File: config.mk
export PLATFORM = sky130hd
export DESIGN_NAME = pixel_format_converter_top
export DESIGN_NICKNAME = d
export VERILOG_FILES = /design/src/pfc_pkg.sv /design/src/pixel_format_converter_top.sv /design/src/pfc_cfg_regs.sv /design/src/pfc_convert.sv
export SDC_FILE = /design/constraint.sdc
export NUM_CORES = 1
export LEC_CHECK = 0
export BUFFER_PORTS_ARGS = -buffer_cell sky130_fd_sc_hd__buf_4
export CORE_MARGIN = 5
export CORE_UTILIZATION = 25
export DETAILED_ROUTE_END_ITERATION = 8
export HOLD_SLACK_MARGIN = 0.1
export PLACE_DENSITY = 0.51
export SKIP_LAST_GASP = 1
export SLEW_MARGIN = 20
export SYNTH_ARGS = -nofsm -noshare
export SYNTH_HDL_FRONTEND = slang
export SYNTH_SLANG_ARGS = --single-unit
File: constraint.sdc
create_clock -name clk -period 8.5 [get_ports clk]
set_input_delay 0.85 -clock clk [delete_from_list [all_inputs] [get_ports clk]]
set_output_delay 0.85 -clock clk [all_outputs]
set_load 0.05 [all_outputs]
File: src/pfc_pkg.sv
// ----------------------------------------------------------------------------
// pfc_pkg
// Shared types, mode codes and colour arithmetic for the pixel format
// converter.
// ----------------------------------------------------------------------------
`default_nettype none

package pfc_pkg;

  // Mode register codes
  localparam logic [1:0] MODE_YUYV_RGB = 2'd0;
  localparam logic [1:0] MODE_YUYV_YUV = 2'd1;
  localparam logic [1:0] MODE_RGBA_RGB = 2'd2;
  localparam logic [1:0] MODE_BGRA_RGB = 2'd3;
  localparam logic [1:0] MODE_RESET    = MODE_YUYV_RGB;

  // Configuration port
  localparam int         CFG_ADDR_W  = 3;
  localparam int         CFG_DATA_W  = 32;
  localparam logic [0:0] REG_IDX_MODE = 1'b0;

  // Q10 colour arithmetic; 21 bits signed covers every sum
  localparam int ACC_W = 21;
  localparam logic signed [ACC_W-1:0] COEF_RV       = 21'sd1167;
  localparam logic signed [ACC_W-1:0] COEF_GU       = 21'sd406;
  localparam logic signed [ACC_W-1:0] COEF_GV       = 21'sd595;
  localparam logic signed [ACC_W-1:0] COEF_BU       = 21'sd2078;
  localparam logic signed [ACC_W-1:0] CHROMA_OFFSET = 21'sd128;
  localparam logic [7:0]              PIXEL_MAX     = 8'd255;

  typedef struct packed {
    logic [7:0] c0;
    logic [7:0] c1;
    logic [7:0] c2;
  } pix_t;

  // floor(acc / 1024) clamped to 0..255
  function automatic logic [7:0] q10_to_byte(input logic signed [ACC_W-1:0] acc);
    logic [7:0] res;
    if (acc[ACC_W-1]) begin
      res = 8'd0;
    end else if (|acc[ACC_W-2:18]) begin
      res = PIXEL_MAX;
    end else begin
      res = acc[17:10];
    end
    return res;
  endfunction

endpackage

`default_nettype wire

File: src/pixel_format_converter_top.sv
// ----------------------------------------------------------------------------
// pixel_format_converter_top
// Converts 4-byte source words to 24-bit pixels in one of four modes.
// ----------------------------------------------------------------------------
// A source word is taken into an input register and each pixel it yields is
// built by one pass of logic into the output register, one pixel per cycle
// while the output is not stalled. In the YUYV modes a word gives two pixels
// and so stays in the input register until both have gone out. In the RGBA and
// BGRA modes a word gives one pixel and a word is accepted every cycle unless
// the output is stalled. The first pixel of a word moves from the input register
// to the output register once that register is free; its partner follows once
// the first has left. The pixel-per-cycle limit is set by the single output
// register. Write the mode only while no word is in flight.
`default_nettype none

module pixel_format_converter_top
  import pfc_pkg::*;
(
  input  wire logic                  clk,
  input  wire logic                  rst_n,
  // configuration
  input  wire logic                  psel,
  input  wire logic                  penable,
  input  wire logic                  pwrite,
  input  wire logic [CFG_ADDR_W-1:0] paddr,
  input  wire logic [CFG_DATA_W-1:0] pwdata,
  output logic      [CFG_DATA_W-1:0] prdata,
  output logic                       pready,
  // source words
  input  wire logic                  in_valid,
  output logic                       in_stall,
  input  wire logic [7:0]            in_byte0,
  input  wire logic [7:0]            in_byte1,
  input  wire logic [7:0]            in_byte2,
  input  wire logic [7:0]            in_byte3,
  input  wire logic                  in_frame_end,
  // pixels
  output logic                       out_valid,
  input  wire logic                  out_stall,
  output logic      [7:0]            out_red_or_y,
  output logic      [7:0]            out_green_or_u,
  output logic      [7:0]            out_blue_or_v,
  output logic                       out_pixel_last,
  output logic                       out_frame_last
);

  logic [1:0] mode;

  // input register
  logic       s1_valid_r, s1_valid_nxt;
  logic       sel_r, sel_nxt;
  logic [7:0] b0_r, b1_r, b2_r, b3_r;
  logic       fe_r;

  // output register
  logic       out_valid_r, out_valid_nxt;
  pix_t       out_pix_r;
  logic       out_plast_r;
  logic       out_flast_r;

  pix_t       pix;
  logic       two_pix;
  logic       pix_last;
  logic       out_free;
  logic       s1_fire;
  logic       s1_done;
  logic       in_accept;

  pfc_cfg_regs u_cfg (
    .clk     (clk),
    .rst_n   (rst_n),
    .psel    (psel),
    .penable (penable),
    .pwrite  (pwrite),
    .paddr   (paddr),
    .pwdata  (pwdata),
    .prdata  (prdata),
    .pready  (pready),
    .mode    (mode)
  );

  pfc_convert u_conv (
    .mode   (mode),
    .second (sel_r),
    .byte0  (b0_r),
    .byte1  (b1_r),
    .byte2  (b2_r),
    .byte3  (b3_r),
    .pix    (pix)
  );

  assign two_pix   = (mode == MODE_YUYV_RGB) || (mode == MODE_YUYV_YUV);
  assign pix_last  = !two_pix || sel_r;
  assign out_free  = !out_valid_r || !out_stall;
  assign s1_fire   = s1_valid_r && out_free;
  assign s1_done   = s1_fire && pix_last;
  assign in_stall  = s1_valid_r && !s1_done;
  assign in_accept = in_valid && !in_stall;

  always_comb begin
    s1_valid_nxt = s1_valid_r;
    sel_nxt      = sel_r;
    if (in_accept) begin
      s1_valid_nxt = 1'b1;
      sel_nxt      = 1'b0;
    end else if (s1_done) begin
      s1_valid_nxt = 1'b0;
      sel_nxt      = 1'b0;
    end else if (s1_fire) begin
      sel_nxt      = 1'b1;
    end
  end

  always_comb begin
    out_valid_nxt = out_valid_r;
    if (out_free) begin
      out_valid_nxt = s1_valid_r;
    end
  end

  always_ff @(posedge clk) begin
    if (!rst_n) begin
      s1_valid_r  <= 1'b0;
      sel_r       <= 1'b0;
      out_valid_r <= 1'b0;
    end else begin
      s1_valid_r  <= s1_valid_nxt;
      sel_r       <= sel_nxt;
      out_valid_r <= out_valid_nxt;
    end
  end

  always_ff @(posedge clk) begin
    if (in_accept) begin
      b0_r <= in_byte0;
      b1_r <= in_byte1;
      b2_r <= in_byte2;
      b3_r <= in_byte3;
      fe_r <= in_frame_end;
    end
    if (s1_fire) begin
      out_pix_r   <= pix;
      out_plast_r <= pix_last;
      out_flast_r <= pix_last && fe_r;
    end
  end

  assign out_valid      = out_valid_r;
  assign out_red_or_y   = out_pix_r.c0;
  assign out_green_or_u = out_pix_r.c1;
  assign out_blue_or_v  = out_pix_r.c2;
  assign out_pixel_last = out_plast_r;
  assign out_frame_last = out_flast_r;

  // second slot only ever pending on a held word in a two-pixel mode
  a_sel_two_pix : assert property (@(posedge clk) disable iff (!rst_n)
    sel_r |-> (s1_valid_r && two_pix))
    else $error("second pixel pending outside a two-pixel word");

  // an empty input register never pushes back
  a_no_stall_empty : assert property (@(posedge clk) disable iff (!rst_n)
    !s1_valid_r |-> !in_stall)
    else $error("input stalled with empty input register");

  // first pixel of a pair never carries the frame flag
  a_first_no_frame : assert property (@(posedge clk) disable iff (!rst_n)
    (out_valid && !out_pixel_last) |-> !out_frame_last)
    else $error("frame_last on first pixel of a pair");

  // once the first pixel of a pair leaves, its partner follows at once
  a_pair_follows : assert property (@(posedge clk) disable iff (!rst_n)
    (out_valid && !out_stall && !out_pixel_last) |=> (out_valid && out_pixel_last))
    else $error("second pixel of a pair did not follow");

endmodule

`default_nettype wire

File: src/pfc_cfg_regs.sv
// ----------------------------------------------------------------------------
// pfc_cfg_regs
// APB-style register slave holding the conversion mode.
// ----------------------------------------------------------------------------
`default_nettype none

module pfc_cfg_regs
  import pfc_pkg::*;
(
  input  wire logic                  clk,
  input  wire logic                  rst_n,
  input  wire logic                  psel,
  input  wire logic                  penable,
  input  wire logic                  pwrite,
  input  wire logic [CFG_ADDR_W-1:0] paddr,
  input  wire logic [CFG_DATA_W-1:0] pwdata,
  output logic      [CFG_DATA_W-1:0] prdata,
  output logic                       pready,
  output logic      [1:0]            mode
);

  logic [1:0] mode_r;
  logic [1:0] mode_nxt;
  logic       wr_mode;

  assign pready  = 1'b1;
  assign wr_mode = psel && penable && pwrite && (paddr[2] == REG_IDX_MODE);

  always_comb begin
    mode_nxt = mode_r;
    if (wr_mode) begin
      mode_nxt = pwdata[1:0];
    end
  end

  always_ff @(posedge clk) begin
    if (!rst_n) begin
      mode_r <= MODE_RESET;
    end else begin
      mode_r <= mode_nxt;
    end
  end

  always_comb begin
    prdata = '0;
    if (paddr[2] == REG_IDX_MODE) begin
      prdata = {{(CFG_DATA_W-2){1'b0}}, mode_r};
    end
  end

  assign mode = mode_r;

endmodule

`default_nettype wire

File: src/pfc_convert.sv
// ----------------------------------------------------------------------------
// pfc_convert
// Builds one output pixel from a held source word, the pixel slot and the
// mode: YUV to RGB in Q10, YUV expansion, or alpha drop (with a byte swap for BGRA).
// ----------------------------------------------------------------------------
`default_nettype none

module pfc_convert
  import pfc_pkg::*;
(
  input  wire logic [1:0] mode,
  input  wire logic       second,
  input  wire logic [7:0] byte0,
  input  wire logic [7:0] byte1,
  input  wire logic [7:0] byte2,
  input  wire logic [7:0] byte3,
  output pix_t            pix
);

  logic [7:0]              luma;
  logic signed [ACC_W-1:0] base;
  logic signed [ACC_W-1:0] u_s;
  logic signed [ACC_W-1:0] v_s;
  logic signed [ACC_W-1:0] acc_r;
  logic signed [ACC_W-1:0] acc_g;
  logic signed [ACC_W-1:0] acc_b;

  assign luma = second ? byte2 : byte0;
  assign base = $signed({{(ACC_W-18){1'b0}}, luma, 10'b0});
  assign u_s  = $signed({{(ACC_W-8){1'b0}}, byte1}) - CHROMA_OFFSET;
  assign v_s  = $signed({{(ACC_W-8){1'b0}}, byte3}) - CHROMA_OFFSET;

  assign acc_r = base + COEF_RV * v_s;
  assign acc_g = base - COEF_GU * u_s - COEF_GV * v_s;
  assign acc_b = base + COEF_BU * u_s;

  always_comb begin
    unique case (mode)
      MODE_YUYV_RGB: begin
        pix.c0 = q10_to_byte(acc_r);
        pix.c1 = q10_to_byte(acc_g);
        pix.c2 = q10_to_byte(acc_b);
      end
      MODE_YUYV_YUV: begin
        pix.c0 = luma;
        pix.c1 = byte1;
        pix.c2 = byte3;
      end
      MODE_RGBA_RGB: begin
        pix.c0 = byte0;
        pix.c1 = byte1;
        pix.c2 = byte2;
      end
      MODE_BGRA_RGB: begin
        pix.c0 = byte2;
        pix.c1 = byte1;
        pix.c2 = byte0;
      end
      default: begin
        pix = '0;
      end
    endcase
  end

endmodule

`default_nettype wire
==> results.yml <==
status:
  status: "complete, no violations"
sta:
  fmax_mhz: 122.2
  setup_ws_ns: 0.3197
  finalClockSkew_ns: 0.01001
  setup_viol: 0
  maxSlewViolCount: 0
  period_share: 0.9624
  worstMarginPinSlew_ns: 1.059
  min_period_ns: 8.180
  slew_headroom: 0.2925
  hold_violations: 0
  rsz0062_at_grt: "false"
die:
  dieArea_um2: 46360
  die_w_um: 215.3
  io_pins: 136
  initial_core_util: 0.2518
  dieHeight_um: 215.3
  core_um2: 41850
  num_rows: 75
placement:
  place_ws_ns: -0.02868
  port_buffers: 72
  hpwl_um: 21720
  place.gp.congestion: 0.7968
  dp_cells: 1697
setup_path:
  critPathCapture: "out_green_or_u[2]$_DFFE_PP_"
  cp-end-kind: "flop"
  reg2reg_setup_slack_ns: 0.32
  r2r_cells: 26
  regToRegStartpoint: "b1_r[1]$_DFFE_PP_"
  start_kind: "flop"
  worstSetupPathType: "reg -> reg"
  startpoint: "b1_r[1]$_DFFE_PP_"
  critPathMaxFanout: 8
  rr_endpoint: "out_green_or_u[2]$_DFFE_PP_"
  worstPathArrival_ns: 8.28
  crit_required_ns: 8.60
clocking:
  cts_max_level: 3
  cts.clk_slew.worst_paths_ns: 0.06
  clk_latency_ns: 0.36
  cts_hold_buf: 0
  cts_tree: "yes"
  cts_root_buf: "clkbuf_16"
  cts_sinks: 64
  clock_path_buffers: 2
  cts_buffers: 9
layout:
  final_util: 0.2964
  finalNetCount: 1570
  drive_above_1_share: 0.1566
  nFillCells: 4384
  diodes: 0
  syn2layout_area_growth_pct: 17.70
  finalNonFillerCells: 1720
global_routing:
  grt_antenna_before_repair: 0
  grt_pass1_vias: 7738
  grt_util_all_layers: 0.1108
  grt_pass1_wl_um: 40780
  grt_max_degree: 35
  met2_usage: 0.1985
  use_met3: 0.009851
  grt_overflow: 0
  grtUsageMet1: 0.1405
  grt_busiest_layer: "met2"
detailed_routing:
  post_drt_wl_per_cell_um: 15.05
  wl_um: 25880
  drtAntennaViolNets: 0
  drt_iter0_markers: 314
  via_per_inst: 4.429
  firstDrtPassIters: 4
  drcViolationCount: 0
  via_count: 7618
logic_synthesis:
  ys.flop_type: "edfxtp_1"
  synth_common_cells: "inv_1, ha_1, fa_1"
  ys_ff_latch: 64
  yosys.area.top_type: "ha_1"
  synth.most_common_cell: "inv_1"
  syn-instance-count: 1065
  synth-edff-count: 59
  netlist_top_cells_area: "ha_1, fa_1, edfxtp_1"
  synth_top_area_share: 0.2719
  postSynthAreaPerCell_um2: 9.894
  synth_cell_types: 65
  syn-cell-area_um2: 10540
  async_reset_ff_frac: 0
  ys_seq_area_frac: 0.1776
  yosysWarnings: 0
job:
  drv_cap: 0
hold_path:
  whs_path_depth: 2
  hold_path_class: "reg -> reg"
critical path: stages, from the launching register on:
cell and delay, ns:
edfxtp_1 0.54, ha_4 0.31, fa_1 0.55, fa_1 0.45, fa_1 0.49, ha_1 0.33, inv_1 0.04, o21bai_1 0.14
a21o_1 0.20, xor2_2 0.18, ha_1 0.27, fa_1 0.42, inv_1 0.08, fa_1 0.43, fa_1 0.51, inv_1 0.05
fa_1 0.54, inv_1 0.04, ha_1 0.20, a21o_1 0.19, a21o_1 0.19, a22o_1 0.24, a41o_4 0.25, o41ai_4 0.33
mux2_4 0.34, a211o_4 0.38, o221a_1 0.25
worst min-delay path by stage:
stage	start	end
2_1_floorplan	s1_valid_r$_SDFFE_PN0P_	out_valid$_SDFFE_PN0N_
3_3_place_gp	s1_valid_r$_SDFFE_PN0P_	out_valid$_SDFFE_PN0N_
3_5_place_dp	s1_valid_r$_SDFFE_PN0P_	out_valid$_SDFFE_PN0N_
4_1_cts	s1_valid_r$_SDFFE_PN0P_	out_valid$_SDFFE_PN0N_
5_1_grt	fe_r$_DFFE_PP_	out_frame_last$_DFFE_PP_
6_report	s1_valid_r$_SDFFE_PN0P_	out_valid$_SDFFE_PN0N_
per-layer routing:
| metal | routed length (um) | up-vias |
|---|---|---|
| met3 | 640 | 25 |
| met1 | 11560 | 3715 |
| met4 | 520 | 0 |
| met2 | 13160 | 86 |
| met5 | 0 | - |
| li1 | - | 3792 |
kinds of logic after synthesis:
family | share of synthesized area
fa+ha+maj | 0.4429
buf+inv | 0.1104
compound gates | 0.1253
simple gates | 0.06281
flops | 0.1776
xor+xnor | 0.04571
mux | 0.03455
other cells | 0.0007127
state kept, by name, indices dropped and copies added (netlist names), 2 cells and up:
register and count:
out_blue_or_v 8, out_green_or_u 8, b0_r 8, b1_r 8
u_cfg.mode 2, b2_r 8, b3_r 8, out_red_or_y 8
placed cells by master, fill, tap and decap left out, types with 3 or more instances in the layout:
master     count
a211oi_1       4
a21o_1        14
a21oi_1       35
a21oi_2        4
a22o_1         9
a22oi_1       18
a31oi_1       15
and2_1         5
buf_4        114
clkbuf_16      9
conb_1        31
dfxtp_1        5
edfxtp_1      59
fa_1          89
ha_1         217
ha_2           3
ha_4           9
inv_1        232
mux2_2        16
mux2i_1       15
nand2_1       26
nand2b_1       4
nand3_1        9
nand4_1        7
nor2_1        30
nor2b_1       13
nor3_1        13
o2111ai_1      7
o21a_1         5
o21ai_0       14
o21ai_1       19
o21bai_1       4
o221a_1        8
or3_1          4
xnor2_1       42
xor2_1        10
metrics by stage:
| step | instance area (um^2) | hold WS (ns) | TNS [ns] |
|---|---|---|---|
| floorplan | 10650 | 0.4674 | 0 |
| global placement | 11870 | 0.4983 | 0 |
| detailed placement | 11870 | 0.5050 | -0.1693 |
| CTS | 12170 | 0.5190 | 0 |
| global route | 12400 | 0.5611 | 0 |
| finish | 12400 | 0.5132 | 0 |
layout make-up:
| cell class | count | area [um^2] | share of cell area |
|---|---|---|---|
| sequential | 64 | 1872 | 0.1509 |
| tap | 539 | 674.4 | 0.05437 |
| inverter | 234 | 878.3 | 0.07082 |
| clock inverter | 6 | 42.54 | 0.003430 |
| timing repair buffer | 116 | 894.6 | 0.07213 |
| clock buffer | 10 | 229.0 | 0.01846 |
| multi-input combinational | 751 | 7812 | 0.6299 |
timing repair:
item | 4_1_cts | 5_1_grt
setup endpoints to repair | 8 | 8
buffers inserted | 4 | 2
resized for setup | 0 | 27
endpoints found under the hold margin | 0 | 0
pin swaps | 0 | 12
Power is not shown: default switching activity piles up to over one toggle a cycle in this logic, so the estimate is an artifact.
